`src/rtl/assert_macros.svh`:
```
`ifndef ASSERT_MACROS_SVH
`define ASSERT_MACROS_SVH

// Checked property, quiet while reset is applied
`define TCW_ASSERT(label, prop, msg) \
    label: assert property (@(posedge i_clk) disable iff (!i_rst_n) prop) \
        else $error(msg);

// Checked property, also live during reset
`define TCW_ASSERT_RST(label, prop, msg) \
    label: assert property (@(posedge i_clk) prop) \
        else $error(msg);

`endif

```
`src/rtl/tcw_pkg.sv`:
```
package tcw_pkg;

    // Default screen geometry
    localparam int DefColumns = 80;
    localparam int DefRows    = 25;

    // Fixed field widths
    localparam int CellW    = 16;
    localparam int CharW    = 8;
    localparam int AttrW    = 8;
    localparam int KindW    = 2;
    localparam int AddrInW  = 11;
    localparam int RowOutW  = 5;
    localparam int ColOutW  = 7;

    // Item kinds
    localparam logic [KindW-1:0] KindWrite = 2'd0;
    localparam logic [KindW-1:0] KindClear = 2'd1;
    localparam logic [KindW-1:0] KindRead  = 2'd2;

    // Character and cell constants
    localparam logic [CharW-1:0] NewlineCode = 8'd10;
    localparam logic [CharW-1:0] SpaceCode   = 8'h20;
    localparam logic [CellW-1:0] ResetCell   = 16'h0720;
    localparam logic [AttrW-1:0] ResetAttr   = 8'h07;

    typedef struct packed {
        logic [KindW-1:0]   kind;
        logic [CharW-1:0]   char_code;
        logic [AddrInW-1:0] cell_address;
    } t_in_beat;

    typedef struct packed {
        logic [CellW-1:0]   read_data;
        logic [RowOutW-1:0] cursor_row;
        logic [ColOutW-1:0] cursor_column;
    } t_out_beat;

endpackage

```
`src/rtl/tcw_ctrl.sv`:
```
`include "assert_macros.svh"

module tcw_ctrl #(
    parameter int COLUMNS = tcw_pkg::DefColumns,
    parameter int ROWS    = tcw_pkg::DefRows
) (
    input  logic                              i_clk,
    input  logic                              i_rst_n,
    // request side
    input  logic                              i_req_valid,
    output logic                              o_req_ready,
    input  tcw_pkg::t_in_beat                 i_req,
    // result side
    output logic                              o_res_valid,
    input  logic                              i_res_ready,
    output tcw_pkg::t_out_beat                o_res,
    // current attribute
    input  logic [tcw_pkg::AttrW-1:0]         i_attr,
    // screen memory port
    output logic                              o_mem_we,
    output logic [$clog2(COLUMNS*ROWS)-1:0]   o_mem_waddr,
    output logic [tcw_pkg::CellW-1:0]         o_mem_wdata,
    output logic                              o_mem_re,
    output logic [$clog2(COLUMNS*ROWS)-1:0]   o_mem_raddr,
    input  logic [tcw_pkg::CellW-1:0]         i_mem_rdata
);

    localparam int Cells   = COLUMNS * ROWS;
    localparam int AW      = $clog2(Cells);
    localparam int IW      = $clog2(Cells + 1);
    localparam int RW      = $clog2(ROWS + 1);
    localparam int CW      = $clog2(COLUMNS + 1);
    localparam int RowOutW = tcw_pkg::RowOutW;
    localparam int ColOutW = tcw_pkg::ColOutW;

    typedef enum logic [2:0] {
        S_INIT,
        S_IDLE,
        S_CLEAR,
        S_SCROLL,
        S_PUT,
        S_RESP
    } t_state;

    t_state                    r_state;
    logic [IW-1:0]             r_idx;
    logic [RW-1:0]             r_row;
    logic [CW-1:0]             r_col;
    logic [1:0]                r_scrolls;
    logic                      r_do_put;
    logic                      r_rd_sel;
    logic [AW-1:0]             r_put_addr;
    logic [tcw_pkg::CellW-1:0] r_put_data;
    logic                      r_wr_pend;
    logic                      r_wr_src;
    logic [AW-1:0]             r_wr_addr;

    logic                      accept;
    logic                      addr_ok;
    logic [tcw_pkg::CellW-1:0] blank;
    logic [RW-1:0]             c_row;
    logic [CW-1:0]             c_col;
    logic [CW-1:0]             c_col_next;
    logic [1:0]                c_scrolls;
    logic                      c_is_put;
    logic [AW-1:0]             c_put_addr;

    assign accept  = i_req_valid && o_req_ready;
    assign addr_ok = 32'(i_req.cell_address) < 32'(Cells);
    assign blank   = {i_attr, tcw_pkg::SpaceCode};

    // Cursor step for a character or newline, scroll count up to two
    always_comb begin
        c_row      = r_row;
        c_col      = r_col;
        c_col_next = r_col;
        c_scrolls  = 2'd0;
        c_is_put   = 1'b0;
        if (i_req.char_code == tcw_pkg::NewlineCode) begin
            c_col_next = '0;
            if (r_row == RW'(ROWS)) begin
                c_scrolls = 2'd1;
            end else begin
                c_row = r_row + 1'b1;
            end
        end else begin
            c_is_put = 1'b1;
            if (r_col >= CW'(COLUMNS)) begin
                c_col = '0;
                if (r_row == RW'(ROWS)) begin
                    c_scrolls = 2'd1;
                end else begin
                    c_row = r_row + 1'b1;
                end
            end
            if (c_row == RW'(ROWS)) begin
                c_scrolls = c_scrolls + 2'd1;
                c_row     = RW'(ROWS - 1);
            end
            c_col_next = c_col + 1'b1;
        end
    end

    assign c_put_addr = AW'(AW'(c_row) * AW'(COLUMNS)) + AW'(c_col);

    // Memory port steering per state
    always_comb begin
        o_mem_we    = 1'b0;
        o_mem_waddr = r_idx[AW-1:0];
        o_mem_wdata = blank;
        o_mem_re    = 1'b0;
        o_mem_raddr = AW'(i_req.cell_address);
        unique case (r_state)
            S_INIT: begin
                o_mem_we    = 1'b1;
                o_mem_wdata = tcw_pkg::ResetCell;
            end
            S_CLEAR: begin
                o_mem_we = 1'b1;
            end
            S_IDLE: begin
                if (accept && i_req.kind == tcw_pkg::KindWrite && c_is_put
                        && c_scrolls == 2'd0) begin
                    o_mem_we    = 1'b1;
                    o_mem_waddr = c_put_addr;
                    o_mem_wdata = {i_attr, i_req.char_code};
                end
                if (accept && i_req.kind == tcw_pkg::KindRead && addr_ok) begin
                    o_mem_re = 1'b1;
                end
            end
            S_SCROLL: begin
                // read one row ahead, write back in the next cycle
                if (r_idx < IW'(Cells - COLUMNS)) begin
                    o_mem_re    = 1'b1;
                    o_mem_raddr = r_idx[AW-1:0] + AW'(COLUMNS);
                end
                if (r_wr_pend) begin
                    o_mem_we    = 1'b1;
                    o_mem_waddr = r_wr_addr;
                    o_mem_wdata = r_wr_src ? i_mem_rdata : blank;
                end
            end
            S_PUT: begin
                o_mem_we    = 1'b1;
                o_mem_waddr = r_put_addr;
                o_mem_wdata = r_put_data;
            end
            S_RESP: begin
            end
            default: begin
            end
        endcase
    end

    // Sequencer: state, cursor and sweep counter
    always_ff @(posedge i_clk) begin
        if (!i_rst_n) begin
            r_state   <= S_INIT;
            r_idx     <= '0;
            r_row     <= '0;
            r_col     <= '0;
            r_scrolls <= 2'd0;
            r_do_put  <= 1'b0;
            r_rd_sel  <= 1'b0;
            r_wr_pend <= 1'b0;
        end else begin
            r_wr_pend <= 1'b0;
            unique case (r_state)
                S_INIT: begin
                    if (r_idx == IW'(Cells - 1)) begin
                        r_idx   <= '0;
                        r_state <= S_IDLE;
                    end else begin
                        r_idx <= r_idx + 1'b1;
                    end
                end
                S_IDLE: begin
                    if (accept) begin
                        r_idx    <= '0;
                        r_rd_sel <= 1'b0;
                        unique case (i_req.kind)
                            tcw_pkg::KindWrite: begin
                                r_row      <= c_row;
                                r_col      <= c_col_next;
                                r_put_addr <= c_put_addr;
                                r_put_data <= {i_attr, i_req.char_code};
                                r_do_put   <= c_is_put;
                                r_scrolls  <= c_scrolls;
                                r_state    <= (c_scrolls != 2'd0) ? S_SCROLL : S_RESP;
                            end
                            tcw_pkg::KindClear: begin
                                r_row   <= '0;
                                r_col   <= '0;
                                r_state <= S_CLEAR;
                            end
                            tcw_pkg::KindRead: begin
                                r_rd_sel <= addr_ok;
                                r_state  <= S_RESP;
                            end
                            default: begin
                                r_state <= S_RESP;
                            end
                        endcase
                    end
                end
                S_CLEAR: begin
                    if (r_idx == IW'(Cells - 1)) begin
                        r_state <= S_RESP;
                    end else begin
                        r_idx <= r_idx + 1'b1;
                    end
                end
                S_SCROLL: begin
                    if (r_idx == IW'(Cells)) begin
                        // last write-back lands this cycle
                        r_idx     <= '0;
                        r_scrolls <= r_scrolls - 2'd1;
                        if (r_scrolls == 2'd1) begin
                            r_state <= r_do_put ? S_PUT : S_RESP;
                        end
                    end else begin
                        r_idx     <= r_idx + 1'b1;
                        r_wr_pend <= 1'b1;
                        r_wr_addr <= r_idx[AW-1:0];
                        r_wr_src  <= r_idx < IW'(Cells - COLUMNS);
                    end
                end
                S_PUT: begin
                    r_state <= S_RESP;
                end
                S_RESP: begin
                    if (i_res_ready) begin
                        r_state <= S_IDLE;
                    end
                end
                default: begin
                    r_state <= S_INIT;
                end
            endcase
        end
    end

    assign o_req_ready             = (r_state == S_IDLE);
    assign o_res_valid             = (r_state == S_RESP);
    assign o_res.read_data         = r_rd_sel ? i_mem_rdata : '0;
    assign o_res.cursor_row        = RowOutW'(r_row);
    assign o_res.cursor_column     = ColOutW'(r_col);

    `TCW_ASSERT(a_row_bound, r_row <= RW'(ROWS), "cursor row beyond scroll-pending row")
    `TCW_ASSERT(a_col_bound, r_col <= CW'(COLUMNS), "cursor column beyond wrap column")
    `TCW_ASSERT(a_wb_in_scroll, r_wr_pend |-> (r_state == S_SCROLL), "write-back outside scroll")
    `TCW_ASSERT(a_accept_busy, accept |=> (r_state != S_IDLE), "accepted beat left sequencer idle")
    `TCW_ASSERT_RST(a_reset_init, !i_rst_n |=> (r_state == S_INIT && r_idx == '0), "no init pass")

endmodule

```
`config.mk`:
```
export PLATFORM = sky130hd
export DESIGN_NAME = tcw_ctrl
export DESIGN_NICKNAME = d
export VERILOG_FILES = /design/src/rtl/tcw_pkg.sv /design/src/rtl/tcw_ctrl.sv
export VERILOG_INCLUDE_DIRS = /design/src /design/src/rtl
export SDC_FILE = /design/constraint.sdc
export NUM_CORES = 1
export LEC_CHECK = 0
export BUFFER_PORTS_ARGS = -buffer_cell sky130_fd_sc_hd__buf_4
export CORE_MARGIN = 4
export CORE_UTILIZATION = 40
export CTS_CLUSTER_SIZE = 28
export DETAILED_ROUTE_END_ITERATION = 16
export PLACE_DENSITY = 0.7
export SLEW_MARGIN = 25
export SYNTH_ARGS = -nofsm -noshare
export SYNTH_HDL_FRONTEND = slang
export SYNTH_SLANG_ARGS = --single-unit
```
`constraint.sdc`:
```
create_clock -name i_clk -period 15.75 [get_ports i_clk]
set_clock_uncertainty 0.05 [all_clocks]
set_input_delay 2.3625 -clock i_clk [delete_from_list [all_inputs] [get_ports i_clk]]
set_output_delay 2.3625 -clock i_clk [all_outputs]
set_load 0.01 [all_outputs]
```
==> run_summary.xml, run 1 <==
<?xml version="1.0" encoding="UTF-8"?>
<metrics>
  <group name="outcome">
    <metric name="run_status" unit="">finished clean</metric>
  </group>
  <group name="yosys">
    <metric name="synth_edf_count" unit="">39</metric>
    <metric name="postSynthRegisterBits" unit="">70</metric>
    <metric name="yosys_most_used_dff" unit="">sky130_fd_sc_hd__edfxtp_1</metric>
    <metric name="synthesis.area" unit="sq mm">0.00487</metric>
    <metric name="synth.top_cell.area_share" unit="%">24.0</metric>
    <metric name="synth_area_leaders" unit="">sky130_fd_sc_hd__edfxtp_1, sky130_fd_sc_hd__dfxtp_1, sky130_fd_sc_hd__ha_1, sky130_fd_sc_hd__nand2_1, sky130_fd_sc_hd__nor2_1</metric>
    <metric name="synth.distinct_cells" unit="">67</metric>
    <metric name="syn_inst" unit="">571</metric>
    <metric name="synth.cells.most_frequent" unit="">sky130_fd_sc_hd__nand2_1, sky130_fd_sc_hd__nor2_1, sky130_fd_sc_hd__o21ai_0</metric>
    <metric name="yosysWarningCount" unit="">0</metric>
    <metric name="netlist.top_cell.by_area" unit="">sky130_fd_sc_hd__edfxtp_1</metric>
    <metric name="async_reset_ff_share" unit="%">0</metric>
    <metric name="synth_nets" unit="">641</metric>
    <metric name="postSynthAreaPerCell" unit="sq um">8.54</metric>
    <metric name="synth_seq_area_share" unit="%">36.8</metric>
  </group>
  <group name="clock_tree">
    <metric name="number_of_gates_given_a_new_drive_strength_after_cts" unit="">0</metric>
    <metric name="cts_root_buf" unit="">sky130_fd_sc_hd__clkbuf_16</metric>
    <metric name="postCtsHoldBufs" unit="">0</metric>
    <metric name="cts.repair_timing.setup_buffer_count" unit="">0</metric>
    <metric name="tritoncts.num_buffers" unit="">9</metric>
    <metric name="cts-htree-levels" unit="">3</metric>
    <metric name="cts.reportedPaths.clkPinSlew" unit="ns">0.05</metric>
    <metric name="tritoncts" unit="">done</metric>
    <metric name="max-clock-path-buffers" unit="">2</metric>
    <metric name="clock_sinks" unit="">70</metric>
    <metric name="clk-insertion-delay-late" unit="ns">0.32</metric>
  </group>
  <group name="detailed_routing">
    <metric name="drt.antenna.violating_nets" unit="">0</metric>
    <metric name="via_count" unit="">4827</metric>
    <metric name="vias_per_cell" unit="">5.89</metric>
    <metric name="drtPass1Iterations" unit="">5</metric>
    <metric name="drt_iter0_drc" unit="">387</metric>
    <metric name="routedWlPerCell" unit="um">17.7</metric>
    <metric name="routed_wl" unit="um">14500</metric>
    <metric name="drt_drc_violations_left" unit="">0</metric>
  </group>
  <group name="sta">
    <metric name="grt_setup_unrepaired" unit="">false</metric>
    <metric name="clock_period_minus_final_worst_setup_slack" unit="ns">9.25</metric>
    <metric name="max_slew.worst_pin.slew" unit="ns">1.01</metric>
    <metric name="hold_viol" unit="">0</metric>
    <metric name="post-route-period-util" unit="%">58.7</metric>
    <metric name="timing.final.max_slew_violations" unit="">0</metric>
    <metric name="peak_freq" unit="MHz">108</metric>
    <metric name="max_slew_margin" unit="%">32.9</metric>
    <metric name="hold_ws" unit="ns">0.446</metric>
    <metric name="final_total_negative_setup_slack" unit="ns">0</metric>
    <metric name="setup_violations" unit="">0</metric>
  </group>
  <group name="grt">
    <metric name="gr-usage-all-layers" unit="%">20.4</metric>
    <metric name="grt_util_met1" unit="%">27.8</metric>
    <metric name="grt_max_degree" unit="">31</metric>
    <metric name="grt_overflow" unit="">0</metric>
    <metric name="met3_track_demand_over_resource" unit="%">4.45</metric>
    <metric name="grt_antenna_before_repair" unit="">0</metric>
    <metric name="grt_pass1_vias" unit="">4607</metric>
    <metric name="grt_use_met2" unit="%">32.6</metric>
    <metric name="global_route_wire_length_before_repair" unit="um">23600</metric>
    <metric name="global_route.peak_usage_layer" unit="">met2</metric>
  </group>
  <group name="cells_and_area">
    <metric name="area.growth.synth_to_final" unit="%">24.9</metric>
    <metric name="seq_area" unit="sq mm">0.00179</metric>
    <metric name="multiInputGateArea" unit="sq mm">0.00286</metric>
    <metric name="final_nets" unit="">738</metric>
    <metric name="non_filler_instances" unit="">820</metric>
    <metric name="n_fill_cell" unit="">1154</metric>
    <metric name="proportion_of_layout_cells_with_a_drive_suffix_above_1" unit="%">21.7</metric>
    <metric name="diodes_inserted" unit="">0</metric>
  </group>
  <group name="worst_setup_path">
    <metric name="maximum_fanout_count_along_the_critical_path" unit="">14</metric>
    <metric name="worst-path-buf-inv" unit="">2</metric>
    <metric name="reg2reg_setup_slack" unit="ns">11.10</metric>
    <metric name="slowest_stage" unit="">sky130_fd_sc_hd__or4_4</metric>
    <metric name="path_cells" unit="">buf_4 -&gt; or4_4 -&gt; or2_1 -&gt; a21oi_2 -&gt; nor2_1 -&gt; a21oi_1 -&gt; ha_1 -&gt; ha_1 -&gt; fa_1 -&gt; nand2_1 -&gt; nor2b_1 -&gt; mux2_2 -&gt; o32ai_1 -&gt; xor2_1 -&gt; a221o_1 -&gt; buf_4</metric>
    <metric name="kind_of_launch_point_of_the_worst_setup_path" unit="">input port</metric>
    <metric name="required" unit="ns">13.34</metric>
    <metric name="crit_path_max_incr_delay" unit="ns">0.55</metric>
    <metric name="worstPathArrival" unit="ns">6.84</metric>
    <metric name="critical_path.endpoint_type" unit="">output port</metric>
    <metric name="critical_path_class" unit="">in2out</metric>
    <metric name="worst_path_dominant_cell_family" unit="">simple AND/OR/NAND/NOR gates</metric>
  </group>
  <group name="pwr">
    <metric name="vdd_drop_max" unit="uV">50.0</metric>
    <metric name="leakagePower" unit="nW">2.52</metric>
    <metric name="design_power" unit="uW">402</metric>
    <metric name="powerDensity" unit="mW/mm^2">66.0</metric>
  </group>
  <group name="placed_design">
    <metric name="post-place-cells" unit="">804</metric>
    <metric name="gp_routability_congestion" unit="">0.952</metric>
    <metric name="place.detailed.hpwl" unit="um">10900</metric>
    <metric name="portBuffers" unit="">118</metric>
  </group>
  <group name="floorplan">
    <metric name="io-pin-count" unit="">119</metric>
    <metric name="site_rows" unit="">40</metric>
    <metric name="die_y" unit="um">118</metric>
    <metric name="core-area" unit="sq mm">0.0120</metric>
    <metric name="initial_standard_cell_utilization_of_the_core" unit="%">40.8</metric>
    <metric name="dieArea" unit="sq mm">0.0140</metric>
    <metric name="fp.dieW" unit="um">118</metric>
  </group>
  <group name="worst_hold_path">
    <metric name="hold_path_class" unit="">reg2reg</metric>
  </group>
  <group name="flow_run">
    <metric name="cap_violations" unit="">0</metric>
  </group>
</metrics>
worst register-to-register path, delay by kind of cell, from the launching register on:
kind / cells / cell delay (ns)
simple gates: 4 / 0.72
fa+ha+maj: 4 / 1.35
xor+xnor: 1 / 0.24
mux: 1 / 0.37
flops: 1 / 0.57
compound gates: 4 / 1.17
sequential cells by signal (all words and copies together), names as in the netlist:
name	cells
r_wr_src	1
r_rd_sel	1
r_put_data	16
r_wr_pend	1
r_idx	11
r_wr_addr	11
r_col	7
r_do_put	1
r_state	3
r_put_addr	11
r_row	5
r_scrolls	2
cells by family after synthesis:
family,share of synthesized area (%)
and+or+nand+nor,21.0
AOI/OAI and AO/OA,23.9
DFF,36.8
buffers and inverters,4.62
xor gates and xnor gates,4.83
adders and majority gates,5.70
muxes,3.18
cell type report:
cell class	instances	share of cell area (%)
clock inverters	5	0.432
well taps	147	3.02
repair buffers	121	14.9
flip-flops and latches	70	29.4
multi-input cells	444	47.0
clock buffers	11	3.82
inverters	22	1.36
final timing paths:
kind,start,to,depth (start not counted)
setup / recovery,i_req[15],o_mem_waddr[10],16
hold / removal,r_do_put$_SDFFE_PN0P_,r_do_put$_SDFFE_PN0P_,2
setup reg to reg,r_row[0]$_SDFFE_PN0P_,r_put_addr[10]$_DFFE_PP_,14
hold reg to reg,r_do_put$_SDFFE_PN0P_,r_do_put$_SDFFE_PN0P_,2
report_power, final:
| group | switching (mW) | internal, mW | leakage, nW | total (mW) |
|---|---|---|---|---|
| Sequential | 0.00151 | 0.192 | 0.627 | 0.194 |
| Combinational | 0.0126 | 0.0148 | 1.77 | 0.0274 |
| Clock | 0.0754 | 0.105 | 0.127 | 0.181 |
| Total | 0.0895 | 0.313 | 2.52 | 0.402 |
cell usage in the layout (no fill, tap or decap), types with 5 or more instances in the layout:
master                      count
sky130_fd_sc_hd__clkbuf_16      9
sky130_fd_sc_hd__a22o_1         6
sky130_fd_sc_hd__buf_4        121
sky130_fd_sc_hd__xor2_1        12
sky130_fd_sc_hd__o22ai_1        8
sky130_fd_sc_hd__o21ai_0       41
sky130_fd_sc_hd__and2_1        21
sky130_fd_sc_hd__inv_1         22
sky130_fd_sc_hd__a31oi_1        7
sky130_fd_sc_hd__nand4_1        5
sky130_fd_sc_hd__nor3_1         5
sky130_fd_sc_hd__nand2_1       58
sky130_fd_sc_hd__ha_1          19
sky130_fd_sc_hd__mux2i_1       11
sky130_fd_sc_hd__xnor2_1       13
sky130_fd_sc_hd__a21oi_1       31
sky130_fd_sc_hd__nor2_1        57
sky130_fd_sc_hd__and3_1         5
sky130_fd_sc_hd__edfxtp_1      39
sky130_fd_sc_hd__o21ai_1        9
sky130_fd_sc_hd__a21boi_1       7
sky130_fd_sc_hd__dfxtp_1       31
sky130_fd_sc_hd__nor2b_1       17
sky130_fd_sc_hd__a22oi_1       12
sky130_fd_sc_hd__a222oi_1       7
sky130_fd_sc_hd__nand3_1       19
sky130_fd_sc_hd__o21a_1         8
per-stage QoR:
step,utilization [%],area [sq um],setup slack (ns)
4_1_cts,50.9,6080,6.54
2_1_floorplan,-,4870,7.23
6_report,50.9,6090,6.50
3_3_place_gp,48.7,5820,6.70
5_1_grt,50.9,6090,6.18
3_5_place_dp,48.7,5820,6.57
layer usage:
metal  routed length (um)  share of wire (%)  vias to the layer above
li1                     -                  -                     2285
met1                 6530                 45                     2296
met2                 6680                 46                      227
met3                 1130                7.8                       19
met4                  184                1.3                        0
met5                    0                  0                        -
(Power assumes the default switching activity.)
==> run 2: changes to the inputs <==
==> constraint.sdc (replaced) <==
create_clock -name i_clk -period 9.6 [get_ports i_clk]
set_clock_uncertainty 0.05 [all_clocks]
set_input_delay 1.44 -clock i_clk [delete_from_list [all_inputs] [get_ports i_clk]]
set_output_delay 1.44 -clock i_clk [all_outputs]
set_load 0.01 [all_outputs]
==> run_summary.xml, run 2 (synthesis gave the netlist of run 1 again) <==
<?xml version="1.0" encoding="UTF-8"?>
<metrics>
  <group name="detailed_routing">
    <metric name="wirelength_met1" unit="um">6380</metric>
    <metric name="drtPass1Iterations" unit="">5</metric>
    <metric name="drt_iter0_drc" unit="">466</metric>
    <metric name="routed_wl" unit="um">14600</metric>
    <metric name="highest_layer" unit="">met4</metric>
    <metric name="met2WireLength" unit="um">6830</metric>
    <metric name="drt_drc_violations_left" unit="">0</metric>
    <metric name="via_count" unit="">4827</metric>
    <metric name="drt.antenna.violating_nets" unit="">0</metric>
    <metric name="met3RoutedLength" unit="um">1240</metric>
    <metric name="vias_per_cell" unit="">5.89</metric>
    <metric name="routedWlPerCell" unit="um">17.8</metric>
  </group>
  <group name="sta">
    <metric name="post-route-period-util" unit="%">77.4</metric>
    <metric name="peak_freq" unit="MHz">135</metric>
    <metric name="max_slew_margin" unit="%">45.7</metric>
    <metric name="hold_ws" unit="ns">0.440</metric>
    <metric name="final_total_negative_setup_slack" unit="ns">0</metric>
    <metric name="max_slew.worst_pin.slew" unit="ns">0.814</metric>
    <metric name="hold_viol" unit="">0</metric>
    <metric name="setup_violations" unit="">0</metric>
    <metric name="clock_period_minus_final_worst_setup_slack" unit="ns">7.43</metric>
    <metric name="grt_setup_unrepaired" unit="">false</metric>
    <metric name="timing.final.max_slew_violations" unit="">0</metric>
  </group>
  <group name="floorplan">
    <metric name="initial_standard_cell_utilization_of_the_core" unit="%">40.8</metric>
    <metric name="dieArea" unit="sq mm">0.0140</metric>
    <metric name="die_y" unit="um">118</metric>
    <metric name="core-area" unit="sq mm">0.0120</metric>
    <metric name="io-pin-count" unit="">119</metric>
    <metric name="fp.dieW" unit="um">118</metric>
    <metric name="site_rows" unit="">40</metric>
  </group>
  <group name="grt">
    <metric name="gr-usage-all-layers" unit="%">20.4</metric>
    <metric name="global_route_wire_length_before_repair" unit="um">23500</metric>
    <metric name="grt_overflow" unit="">0</metric>
    <metric name="grt_pass1_vias" unit="">4585</metric>
    <metric name="grt_max_degree" unit="">31</metric>
    <metric name="grt_antenna_before_repair" unit="">0</metric>
  </group>
  <group name="pwr">
    <metric name="powerDensity" unit="mW/mm^2">109</metric>
    <metric name="vdd_drop_max" unit="uV">70.4</metric>
    <metric name="leakagePower" unit="nW">2.52</metric>
  </group>
  <group name="worst_setup_path">
    <metric name="reg2reg_setup_slack" unit="ns">4.97</metric>
    <metric name="kind_of_launch_point_of_the_worst_setup_path" unit="">input port</metric>
    <metric name="required" unit="ns">8.11</metric>
    <metric name="path_cells" unit="">buf_4 -&gt; or4_4 -&gt; or2_1 -&gt; a21oi_2 -&gt; nor2_1 -&gt; a21oi_1 -&gt; ha_1 -&gt; ha_1 -&gt; fa_1 -&gt; nand2_1 -&gt; nor2b_1 -&gt; mux2_2 -&gt; o32ai_1 -&gt; xor2_1 -&gt; a221o_1 -&gt; buf_4</metric>
    <metric name="critical_path_class" unit="">in2out</metric>
    <metric name="worstPathArrival" unit="ns">5.94</metric>
    <metric name="maximum_fanout_count_along_the_critical_path" unit="">14</metric>
    <metric name="r2r-start" unit="">r_row[0]$_SDFFE_PN0P_</metric>
    <metric name="number_of_cells_traversed_by_the_worst_register_to_register_path" unit="">14</metric>
    <metric name="slowest_stage" unit="">sky130_fd_sc_hd__or4_4</metric>
    <metric name="crit_path_max_incr_delay" unit="ns">0.55</metric>
    <metric name="critical_path.endpoint_type" unit="">output port</metric>
    <metric name="worstReg2RegEnd" unit="">r_put_addr[10]$_DFFE_PP_</metric>
  </group>
  <group name="cells_and_area">
    <metric name="diodes_inserted" unit="">0</metric>
    <metric name="area.growth.synth_to_final" unit="%">24.9</metric>
    <metric name="largest_register_ffs" unit="">16</metric>
    <metric name="largest-register" unit="">r_put_data</metric>
    <metric name="final_cell_mix" unit="">sky130_fd_sc_hd__buf_4, sky130_fd_sc_hd__nand2_1, sky130_fd_sc_hd__nor2_1, sky130_fd_sc_hd__o21ai_0, sky130_fd_sc_hd__edfxtp_1</metric>
    <metric name="proportion_of_layout_cells_with_a_drive_suffix_above_1" unit="%">21.8</metric>
    <metric name="n_fill_cell" unit="">1140</metric>
    <metric name="mostFrequentLayoutCell" unit="">sky130_fd_sc_hd__buf_4</metric>
    <metric name="final_nets" unit="">738</metric>
  </group>
  <group name="clock_tree">
    <metric name="cts.repair_timing.setup_buffer_count" unit="">0</metric>
    <metric name="cts-htree-levels" unit="">3</metric>
    <metric name="clock_sinks" unit="">70</metric>
    <metric name="number_of_gates_given_a_new_drive_strength_after_cts" unit="">0</metric>
    <metric name="tritoncts" unit="">done</metric>
    <metric name="cts_root_buf" unit="">sky130_fd_sc_hd__clkbuf_16</metric>
    <metric name="postCtsHoldBufs" unit="">0</metric>
    <metric name="tritoncts.num_buffers" unit="">9</metric>
    <metric name="clk-insertion-delay-late" unit="ns">0.33</metric>
    <metric name="max-clock-path-buffers" unit="">2</metric>
    <metric name="cts.reportedPaths.clkPinSlew" unit="ns">0.05</metric>
  </group>
  <group name="flow_run">
    <metric name="cap_violations" unit="">0</metric>
  </group>
  <group name="outcome">
    <metric name="run_status" unit="">finished clean</metric>
  </group>
  <group name="placed_design">
    <metric name="gp_routability_congestion" unit="">0.952</metric>
    <metric name="place.detailed.hpwl" unit="um">10900</metric>
    <metric name="portBuffers" unit="">118</metric>
  </group>
  <group name="worst_hold_path">
    <metric name="worst_hold_startpoint" unit="">r_do_put$_SDFFE_PN0P_</metric>
    <metric name="worstHoldEndpoint" unit="">r_do_put$_SDFFE_PN0P_</metric>
    <metric name="hold_path_depth" unit="">2</metric>
    <metric name="hold_path_class" unit="">reg2reg</metric>
  </group>
</metrics>
[run 2: power by group]
group          internal (mW)  total (mW)  switching, mW  leakage [nW]
clock network          0.173       0.299          0.126         0.127
logic                 0.0242      0.0448         0.0205          1.77
registers              0.316       0.318        0.00249         0.623
[run 2: metal layers]
layer | vias to the layer above | global-route usage (%)
met1 | 2288 | 27.7
met5 | - | 0
met4 | 0 | 6.01
li1 | 2285 | -
met3 | 12 | 4.07
met2 | 242 | 33.1
[run 2: how the worst max path moves through the flow]
stage	end	slack, ns	from	depth (start not counted)
after global routing	o_mem_waddr[10]	1.92	i_req[11]	16
after floorplan	o_mem_waddr[10]	2.92	i_req[15]	15
after CTS	o_mem_waddr[10]	2.21	i_req[15]	16
after global placement	o_mem_waddr[10]	2.40	i_req[15]	16
after detailed placement	o_mem_waddr[10]	2.24	i_req[15]	16
final	o_mem_waddr[10]	2.17	i_req[15]	16
[run 2: through the flow]
stage / util, % / setup WS (ns) / std cells / cell area (sq um) / total power, mW
2_1_floorplan: - / 2.92 / 571 / 4870 / 0.340
6_report: 50.9 / 2.17 / 820 / 6090 / 0.662
3_3_place_gp: 48.7 / 2.40 / 804 / 5820 / 0.368
4_1_cts: 50.9 / 2.21 / 820 / 6080 / 0.664
5_1_grt: 50.9 / 1.92 / 820 / 6090 / 0.681
3_5_place_dp: 48.7 / 2.24 / 804 / 5820 / 0.369
[run 2: critical path: cells and delay by family]
kind / cells / cell delay [ns]
and+or+nand+nor: 5 / 1.35
adders and majority gates: 3 / 1.05
AOI/OAI and AO/OA: 4 / 1.30
buffers and inverters: 2 / 0.27
xor gates and xnor gates: 1 / 0.14
muxes: 1 / 0.37
[run 2: final cells by class]
type	count	area (sq um)	area share [%]
Multi-Input combinational cell	444	2860	47.0
Sequential cell	70	1790	29.4
Timing Repair Buffer	121	908	14.9
Clock buffer	11	233	3.82
Tap cell	147	184	3.02
Inverter	22	82.6	1.36
Clock inverter	5	26.3	0.431
